## src/hw/rtl/rhc_pkg.sv

```systemverilog
package rhc_pkg;

	// Quotient bits produced by each divider chain, one bit per stage
	localparam int DIV_STEPS = 16;

	localparam int CH_W      = 8;   // one color channel
	localparam int SUM_W     = 9;   // max + min
	localparam int HDEN_W    = 11;  // 6 * d, up to 1530
	localparam int QUO_W     = 16;  // hue and saturation quotients
	localparam int LY_W      = 15;  // 64 * (max + min)
	localparam int LIGHT_W   = 16;

	localparam logic [SUM_W-1:0]   SUM_HALF     = 9'd255;
	localparam logic [SUM_W-1:0]   SUM_FULL     = 9'd510;
	localparam logic [LIGHT_W-1:0] RECIP_DIV    = 16'd255;
	localparam logic [QUO_W:0]     Q15_ONE      = 17'd32768;

	// Which channel holds the maximum
	typedef enum logic [1:0] {
		SEL_RED,
		SEL_GREEN,
		SEL_BLUE
	} max_sel_t;

endpackage

```

## src/hw/rtl/rgb_to_hsl_convert_core.sv

```systemverilog
// Channel   Direction  Handshake              Fields
// pix       in         pix_valid / pix_ready  red_in, green_in, blue_in
// hsl       out        hsl_valid / hsl_ready  hue_out, sat_out, light_out
//
// One pixel per clock sustained while hsl_ready stays high. Stages: max/min stage,
// operand stage, then 16 restoring-divider stages (one quotient bit each) for hue
// and saturation side by side; the last divider stage is the output register.
// arst_n clears all stage valid bits; data registers are not reset.
// Each stage advances when it is empty or the stage after it advances, so bubbles
// collapse under a stall and the input takes beats until every stage holds one.
module rgb_to_hsl_convert_core
	import rhc_pkg::*;
(
	input  logic               clk,
	input  logic               arst_n,
	input  logic               pix_valid,
	output logic               pix_ready,
	input  logic [CH_W-1:0]    red_in,
	input  logic [CH_W-1:0]    green_in,
	input  logic [CH_W-1:0]    blue_in,
	output logic               hsl_valid,
	input  logic               hsl_ready,
	output logic [QUO_W-1:0]   hue_out,
	output logic [QUO_W-1:0]   sat_out,
	output logic [LIGHT_W-1:0] light_out
);

	// ---------------- stage 1: max, min, difference, sum
	logic              vld_s1;
	logic [CH_W-1:0]   r_s1, g_s1, b_s1, d_s1;
	logic [SUM_W-1:0]  s_s1;
	max_sel_t          sel_s1;

	logic              g_gt_r;
	logic [CH_W-1:0]   mx_c, mn_c, rg_mx, rg_mn;
	max_sel_t          sel_c;

	always_comb begin
		g_gt_r = green_in > red_in;
		rg_mx  = g_gt_r ? green_in : red_in;
		rg_mn  = (green_in < red_in) ? green_in : red_in;
		if (blue_in > rg_mx) begin
			sel_c = SEL_BLUE;
			mx_c  = blue_in;
		end else if (g_gt_r) begin
			sel_c = SEL_GREEN;
			mx_c  = rg_mx;
		end else begin
			sel_c = SEL_RED;
			mx_c  = rg_mx;
		end
		mn_c = (blue_in < rg_mn) ? blue_in : rg_mn;
	end

	// ---------------- stage 2: divider operands and lightness estimate
	logic              vld_s2;
	logic [HDEN_W-1:0] hnum_s2, hden_s2;
	logic [CH_W-1:0]   sd_s2, sden_s2;
	logic              grey_s2;
	logic [LY_W-1:0]   ly_s2;
	logic [CH_W-1:0]   lq_s2;

	logic [HDEN_W-1:0] d_w, hnum_c, hden_c;
	logic [HDEN_W-1:0] r_w, g_w, b_w;
	logic [CH_W-1:0]   sden_c;
	logic [LY_W-1:0]   ly_c;
	logic [LY_W+8:0]   lprod_c;

	always_comb begin
		d_w    = HDEN_W'(d_s1);
		r_w    = HDEN_W'(r_s1);
		g_w    = HDEN_W'(g_s1);
		b_w    = HDEN_W'(b_s1);
		hden_c = (d_w << 2) + (d_w << 1);
		case (sel_s1)
			SEL_RED:   hnum_c = (g_s1 >= b_s1) ? (g_w - b_w) : (hden_c - (b_w - g_w));
			SEL_GREEN: hnum_c = (d_w << 1) + b_w - r_w;
			SEL_BLUE:  hnum_c = (d_w << 2) + r_w - g_w;
			default:   hnum_c = '0;
		endcase
		// above mid-grey the saturation divisor folds to 510 - s
		sden_c  = (s_s1 > SUM_HALF) ? CH_W'(SUM_FULL - s_s1) : s_s1[CH_W-1:0];
		// lightness = 64s + floor(64s / 255); estimate the quotient via *257 >> 16
		ly_c    = {s_s1, 6'b0};
		lprod_c = (LY_W+9)'({ly_c, 8'b0}) + (LY_W+9)'(ly_c);
	end

	// ---------------- divider stages
	logic              vld_sd  [DIV_STEPS];
	logic [HDEN_W-1:0] hrem_sd [DIV_STEPS];
	logic [HDEN_W-1:0] hden_sd [DIV_STEPS];
	logic [QUO_W-1:0]  hq_sd   [DIV_STEPS];
	logic [CH_W-1:0]   srem_sd [DIV_STEPS];
	logic [CH_W-1:0]   sden_sd [DIV_STEPS];
	logic [QUO_W-1:0]  sq_sd   [DIV_STEPS];
	logic              grey_sd [DIV_STEPS];
	logic [LIGHT_W-1:0] lt_sd  [DIV_STEPS];

	logic [HDEN_W-1:0] hrem_i [DIV_STEPS];
	logic [HDEN_W-1:0] hden_i [DIV_STEPS];
	logic [QUO_W-1:0]  hq_i   [DIV_STEPS];
	logic [CH_W-1:0]   srem_i [DIV_STEPS];
	logic [CH_W-1:0]   sden_i [DIV_STEPS];
	logic [QUO_W-1:0]  sq_i   [DIV_STEPS];
	logic              grey_i [DIV_STEPS];
	logic [LIGHT_W-1:0] lt_i  [DIV_STEPS];
	logic              vld_i  [DIV_STEPS];

	logic [HDEN_W-1:0] hrem_n [DIV_STEPS];
	logic [QUO_W-1:0]  hq_n   [DIV_STEPS];
	logic [CH_W-1:0]   srem_n [DIV_STEPS];
	logic [QUO_W-1:0]  sq_n   [DIV_STEPS];
	logic [LIGHT_W-1:0] lt_n  [DIV_STEPS];

	logic [LIGHT_W-1:0] lrem_c, lbase_c;

	// stage inputs: the first divider stage takes from stage 2
	always_comb begin
		hrem_i[0] = hnum_s2;
		hden_i[0] = hden_s2;
		hq_i[0]   = '0;
		srem_i[0] = sd_s2;
		sden_i[0] = sden_s2;
		sq_i[0]   = '0;
		grey_i[0] = grey_s2;
		lt_i[0]   = '0;
		vld_i[0]  = vld_s2;
		for (int k = 1; k < DIV_STEPS; k++) begin
			hrem_i[k] = hrem_sd[k-1];
			hden_i[k] = hden_sd[k-1];
			hq_i[k]   = hq_sd[k-1];
			srem_i[k] = srem_sd[k-1];
			sden_i[k] = sden_sd[k-1];
			sq_i[k]   = sq_sd[k-1];
			grey_i[k] = grey_sd[k-1];
			lt_i[k]   = lt_sd[k-1];
			vld_i[k]  = vld_sd[k-1];
		end
	end

	// one restoring step per stage on each chain
	always_comb begin
		logic [HDEN_W:0] htr;
		logic [CH_W:0]   str;
		logic            hge, sge;
		lbase_c = LIGHT_W'(ly_s2) + LIGHT_W'(lq_s2);
		lrem_c  = LIGHT_W'(ly_s2) - (({8'b0, lq_s2} << 8) - LIGHT_W'(lq_s2));
		for (int k = 0; k < DIV_STEPS; k++) begin
			htr = {hrem_i[k], 1'b0};
			hge = htr >= {1'b0, hden_i[k]};
			hrem_n[k] = hge ? HDEN_W'(htr - {1'b0, hden_i[k]}) : htr[HDEN_W-1:0];
			hq_n[k]   = {hq_i[k][QUO_W-2:0], hge};
			// first saturation step compares d itself (d <= divisor, top bit is 2^15)
			str = (k == 0) ? {1'b0, srem_i[k]} : {srem_i[k], 1'b0};
			sge = str >= {1'b0, sden_i[k]};
			srem_n[k] = sge ? CH_W'(str - {1'b0, sden_i[k]}) : str[CH_W-1:0];
			sq_n[k]   = {sq_i[k][QUO_W-2:0], sge};
			if (k == 0) begin
				lt_n[k] = (lrem_c >= RECIP_DIV) ? lbase_c + LIGHT_W'(1) : lbase_c;
			end else begin
				lt_n[k] = lt_i[k];
			end
			// grey pixel: drop both quotients at the output register
			if (k == DIV_STEPS - 1 && grey_i[k]) begin
				hq_n[k] = '0;
				sq_n[k] = '0;
			end
		end
	end

	// ---------------- stage enables, back to front
	logic en_s1, en_s2;
	logic en_sd [DIV_STEPS];

	always_comb begin
		en_sd[DIV_STEPS-1] = !vld_sd[DIV_STEPS-1] || hsl_ready;
		for (int k = DIV_STEPS - 2; k >= 0; k--) begin
			en_sd[k] = !vld_sd[k] || en_sd[k+1];
		end
		en_s2 = !vld_s2 || en_sd[0];
		en_s1 = !vld_s1 || en_s2;
	end

	assign pix_ready = en_s1;

	always_ff @(posedge clk or negedge arst_n) begin
		if (!arst_n) begin
			vld_s1 <= 1'b0;
			vld_s2 <= 1'b0;
			for (int k = 0; k < DIV_STEPS; k++) begin
				vld_sd[k] <= 1'b0;
			end
		end else begin
			if (en_s1) vld_s1 <= pix_valid;
			if (en_s2) vld_s2 <= vld_s1;
			for (int k = 0; k < DIV_STEPS; k++) begin
				if (en_sd[k]) vld_sd[k] <= vld_i[k];
			end
		end
	end

	always_ff @(posedge clk) begin
		if (en_s1) begin
			r_s1   <= red_in;
			g_s1   <= green_in;
			b_s1   <= blue_in;
			d_s1   <= mx_c - mn_c;
			s_s1   <= SUM_W'(mx_c) + SUM_W'(mn_c);
			sel_s1 <= sel_c;
		end
		if (en_s2) begin
			hnum_s2 <= hnum_c;
			hden_s2 <= hden_c;
			sd_s2   <= d_s1;
			sden_s2 <= sden_c;
			grey_s2 <= (d_s1 == '0);
			ly_s2   <= ly_c;
			lq_s2   <= lprod_c[LY_W+8:16];
		end
		for (int k = 0; k < DIV_STEPS; k++) begin
			if (en_sd[k]) begin
				hrem_sd[k] <= hrem_n[k];
				hden_sd[k] <= hden_i[k];
				hq_sd[k]   <= hq_n[k];
				srem_sd[k] <= srem_n[k];
				sden_sd[k] <= sden_i[k];
				sq_sd[k]   <= sq_n[k];
				grey_sd[k] <= grey_i[k];
				lt_sd[k]   <= lt_n[k];
			end
		end
	end

	assign hsl_valid = vld_sd[DIV_STEPS-1];
	assign hue_out   = hq_sd[DIV_STEPS-1];
	assign sat_out   = sq_sd[DIV_STEPS-1];
	assign light_out = lt_sd[DIV_STEPS-1];

	// ---------------- assertions
	logic all_full;

	always_comb begin
		all_full = vld_s1 && vld_s2;
		for (int k = 0; k < DIV_STEPS; k++) begin
			all_full = all_full && vld_sd[k];
		end
	end

	a_ready_only_when_full: assert property (@(posedge clk) disable iff (!arst_n)
		!pix_ready |-> all_full)
		else $error("input stalled while a stage is empty");

	a_hue_rem_bound: assert property (@(posedge clk) disable iff (!arst_n)
		(hsl_valid && !grey_sd[DIV_STEPS-1]) |->
			(hrem_sd[DIV_STEPS-1] < hden_sd[DIV_STEPS-1]))
		else $error("hue remainder not below divisor");

	a_sat_rem_bound: assert property (@(posedge clk) disable iff (!arst_n)
		(hsl_valid && !grey_sd[DIV_STEPS-1]) |->
			(srem_sd[DIV_STEPS-1] < sden_sd[DIV_STEPS-1]))
		else $error("saturation remainder not below divisor");

	a_sat_range: assert property (@(posedge clk) disable iff (!arst_n)
		hsl_valid |-> ({1'b0, sat_out} <= Q15_ONE))
		else $error("saturation above full scale");

	a_light_range: assert property (@(posedge clk) disable iff (!arst_n)
		hsl_valid |-> ({1'b0, light_out} <= Q15_ONE))
		else $error("lightness above full scale");

endmodule

```

## config.mk

```make
export PLATFORM = sky130hd
export DESIGN_NAME = rgb_to_hsl_convert_core
export DESIGN_NICKNAME = d
export VERILOG_FILES = /design/src/hw/rtl/rhc_pkg.sv /design/src/hw/rtl/rgb_to_hsl_convert_core.sv
export SDC_FILE = /design/constraint.sdc
export NUM_CORES = 2
export LEC_CHECK = 0
export BUFFER_PORTS_ARGS = -buffer_cell sky130_fd_sc_hd__buf_4
export CORE_ASPECT_RATIO = 1.75
export CORE_MARGIN = 2
export CORE_UTILIZATION = 30
export CTS_CLUSTER_DIAMETER = 150
export DETAILED_ROUTE_END_ITERATION = 10
export GPL_ROUTABILITY_DRIVEN = 0
export PLACE_DENSITY = 0.48
export SLEW_MARGIN = 10
export SYNTH_ARGS = -nofsm -noshare
export SYNTH_HDL_FRONTEND = slang
export SYNTH_SLANG_ARGS = --single-unit
export TNS_END_PERCENT = 50
```

## constraint.sdc

```tcl
create_clock -name clk -period 12.15 [get_ports clk]
set_clock_uncertainty 0.1 [all_clocks]
set_input_delay 2.43 -clock clk [delete_from_list [all_inputs] [get_ports clk]]
set_output_delay 2.43 -clock clk [all_outputs]
set_load 0.005 [all_outputs]
```

After elaboration in Yosys (flattened, before gate mapping):

Memory sizes are Yosys's and may differ from the RTL's.
Index checks and enable logic that the tools add are counted.
Widths: inputs -> output; s select.

* logic and storage cells: 241
* bits in writable memories: 1392
* flip-flop bits (word level): 117
* memories: 8
* output and inout bits: 50
* bits of input ports: 28

Memories
* hq_sd: words 16, bits a word 16, rd ports 16, clocked after memory_dff 0, wr ports 16, RTL line rgb_to_hsl_convert_core.sv:92 `logic [QUO_W-1:0] hq_sd [DIV_STEPS];`
* lt_sd: words 16, bits a word 16, rd ports 16, clocked after memory_dff 0, wr ports 16, RTL line rgb_to_hsl_convert_core.sv:97 `logic [LIGHT_W-1:0] lt_sd [DIV_STEPS];`
* sq_sd: words 16, bits a word 16, rd ports 16, clocked after memory_dff 0, wr ports 16, RTL line rgb_to_hsl_convert_core.sv:95 `logic [QUO_W-1:0] sq_sd [DIV_STEPS];`
* hden_sd: words 16, bits a word 11, rd ports 15, clocked after memory_dff 0, wr ports 16, RTL line rgb_to_hsl_convert_core.sv:91 `logic [HDEN_W-1:0] hden_sd [DIV_STEPS];`
* hrem_sd: words 16, bits a word 11, rd ports 15, clocked after memory_dff 0, wr ports 16, RTL line rgb_to_hsl_convert_core.sv:90 `logic [HDEN_W-1:0] hrem_sd [DIV_STEPS];`
* sden_sd: words 16, bits a word 8, rd ports 15, clocked after memory_dff 0, wr ports 16, RTL line rgb_to_hsl_convert_core.sv:94 `logic [CH_W-1:0] sden_sd [DIV_STEPS];`
* +2 memories

* equality and inequality tests: 2
* multiplexer cells: 75
* add/sub/neg operators: 48
* order comparisons: 39
* reduce and logical (&&, ||, !) cells: 38

Operators by type and width (count)
* $ge 12x11->1: 16
* $mux 11: 17
* $sub 11x11->11: 17
* $mux 8: 21
* $sub 8x8->8: 17
* $ge 9x8->1: 15
* $mux 16: 3
* $mux 1: 33
* $pmux 11 s3: 1
* $add 23x15->24: 1
* $logic_not 1->1: 18
* $logic_or 1x1->1: 18
* $sub 8x8->9: 2
* $add 15x8->16: 1
* $add 16x1->16 const B: 1
* $ge 16x8->1 const B: 1
* $ge 8x8->1: 2
* $gt 8x8->1: 2
* $lt 8x8->1: 2
* $sub 15x16->16: 1
* $sub 16x8->16: 1
* $add 10x8->11: 1
* $add 10x9->11: 1
* $sub 10x8->11: 1
* 9 further kinds: 9

Depth between registers and ports, before layout:

* word-level depth: 19
* mapped depth: 28
* depth with buffers taken out: 27

Least setup slack after synthesis:

Ideal clock, no wire load.

* path kind: input to output
* start point: in hsl_ready
* end point: out pix_ready
* path buffers: 0
* stages: 8
* arrival time: 9.516 ns
* setup slack: 0.104 ns
* data required time: 9.620 ns
* cell sequence: nor2b_1 > nand2_1 > nor2_1 > nand2_1 > nor3_1 > nand3_1 > inv_1 > nand3_1

RTL lines
* from (decl): RTL line rgb_to_hsl_convert_core.sv:22 `input logic hsl_ready,`
* to (decl): RTL line rgb_to_hsl_convert_core.sv:17 `output logic pix_ready,`

==> results.cfg <==
[cts]
clock-sinks = 1180
clk_latency_ps = 740
cts_buffers = 117
clkTransAtPathRegs_ps = 60
post_cts_buffers = 0
cts_tree = done
postCtsHoldBufs = 0
root_buffer = clkbuf_16
htree_levels = 3
post_cts_resized = 0
cts_buffer_depth = 3

[logic_synthesis]
yosys.cell_count.top_type = edfxtp_1
ys_types = 78
yosysTopAreaCell = edfxtp_1
async_flop_share_pct = 1.53
yosys_warnings = 0
syn-num-nets = 4690
ys_ff_latch = 1180
synth_edf_count = 1162
synthFlopType = edfxtp_1
synth_top_area_share_pct = 62.3
synth_area_leaders = edfxtp_1, ha_1, inv_1, mux2_2, o21ai_0
seq_area_frac_synth_pct = 63.1
synth_commonest_cells = edfxtp_1, inv_1, ha_1
syn_area_per_cell_um2 = 13.3
syn_area_mm2 = 0.0560
synthCells = 4197

[sta]
maxSlewViolCount = 0
clock.fmax_ghz = 0.117
period_share_pct = 70.3
period_needed_ps = 8540
timing.setup.tns_ps = 0
rsz0062_at_grt = false
setup_viol = 0
maxSlewHeadroom_pct = 28.8
tightestPinTransition_ps = 1070
hold_viol = 0

[finish]
design_area_mm2 = 0.0635
n_antenna_cell = 0
finalNonFillerCells = 6898
syn2layout_area_growth_pct = 13.5
nets = 4867
drive_gt1_share_pct = 9.28
fin_util_pct = 34.3

[route]
drcViolationCount = 0
drt-initial-drc-count = 1141
vias = 30835
via_per_inst = 4.47
routed_wl_um = 110000
drt_first_pass_iters = 6
post_drt_wl_per_cell_um = 16.0
final_antenna_net_count = 0

[grt]
grt_max_degree = 80
grt_pass1_vias = 33851
grt_use_total_pct = 11.7
grt-ovfl-total = 0
antenna_found_initial = 0
grt_pass1_wl_um = 173000

[outcome]
status = completed

[worst_setup_path]
critical_path_class = in -> out
critPathRequiredTime_ps = 9620
start_kind = primary input
cp-end-kind = output pin
critPathArrivalTime_ps = 6010
path_max_fanout = 44

[worst_hold_path]
hp-class = reg -> reg

[placement]
portBuffers = 77
place_area_mm2 = 0.0597
hpwlAfterDp_um = 86500
post-place-cells = 6681

[flow_run]
drv_cap = 0

[floorplanning]
coreArea_mm2 = 0.185
num_rows = 209
die_height_um = 576
ios = 78
initial_core_util_pct = 30.2
die_area_mm2 = 0.190
dieWidth_um = 331
==> worst max-delay path, cell delays in order <==
cell and delay (ps):
buf_4 110, nor2b_1 480, nand2_4 370, nor2_1 520, nand2_4 300, nor3_1 730
nand3_2 240, inv_1 160, nand3_2 80, buf_4 290, buf_4 230
==> through the flow <==
step	hold WS, ps	setup WS (ps)
floorplan	300	104
global placement	301	3630
detailed placement	305	3480
CTS	270	3450
global route	284	3190
finish	272	3610
==> metal layers <==
layer / up-vias / wire length [um] / track usage, % / share of wire [%]
met1: 14819 / 31800 / 8.69 / 29
met4: 0 / 6900 / 7.40 / 6.3
met2: 410 / 68700 / 25.7 / 62
met3: 260 / 2740 / 1.56 / 2.5
li1: 15346 / - / - / -
met5: - / 0 / 0 / 0
==> registers in the layout (all words and copies together), names as in the netlist, 11 cells and up, named ones only <==
signal / flops
vld_i: 15
hnum_s2: 11
hden_sd: 135
lt_sd: 256
hq_sd: 136
sq_sd: 136
sden_sd: 120
grey_sd: 15
hrem_sd: 150
srem_sd: 119
==> final timing paths <==
path	from	end	slack [ps]	depth (start not counted)
setup reg to reg	d_s1[0]	hnum_s2[9]	7700	15
hold / removal	sq_sd[0][84]	sq_sd[0][101]	270	0
setup / recovery	hsl_ready	pix_ready	3610	11
hold reg to reg	sq_sd[0][84]	sq_sd[0][101]	270	0
max in group asynchronous	arst_n	vld_i[9]	10210	1
min in group asynchronous	arst_n	vld_i[8]	1490	1
==> final cells by class <==
| type | instances | area (um^2) |
|---|---|---|
| Fill cell | 17981 | 122000 |
| Sequential cell | 1180 | 35300 |
| Multi-Input combinational cell | 2390 | 18300 |
| Clock buffer | 161 | 3140 |
| Tap cell | 2426 | 3040 |
| Inverter | 582 | 2180 |
| Timing Repair Buffer | 103 | 773 |
| Clock inverter | 56 | 713 |
==> layout by cell type (no fill, tap or decap), drive strengths merged, types with 11 or more instances in the layout <==
cell type  Yosys  layout
and2          17      17
o21a          17      17
ha           413     413
and3          28      28
xnor2        126     126
nor2b        105     105
o21bai        24      24
a211oi        14      14
o31ai         47      47
fa            52      52
o21ai        255     255
nand2b        64      64
dfrtp         18      18
a21o          64      64
mux2         108     108
a221oi        16      16
clkbuf        32     161
a21oi        154     154
nor3          11      11
a21boi        57      57
inv          582     585
buf           13     103
bufinv         0      12
a311oi        15      15
mux2i         42      42
xor2          87      87
clkinv         0      37
nand2        251     251
edfxtp      1162    1162
nor2         232     232
nand4         56      56
nand3         46      46
==> cells by family (layout without fill, tap and decap cells) <==
logic type,Yosys count,in the layout,share of synthesized area (%)
XOR/XNOR,213,213,3.33
adder cells (fa/ha/maj),467,467,11.1
flip-flops,1180,1180,63.1
AO/OA/AOI/OAI,709,709,7.93
other,1,1,0.00670
buffers and inverters,627,902,4.26
AND/OR/NAND/NOR,850,850,7.30
multiplexers,150,150,2.93
Power is left out: the tool's default activity adds up to more than one toggle a clock period on the data nets, which glitch-free logic cannot reach.
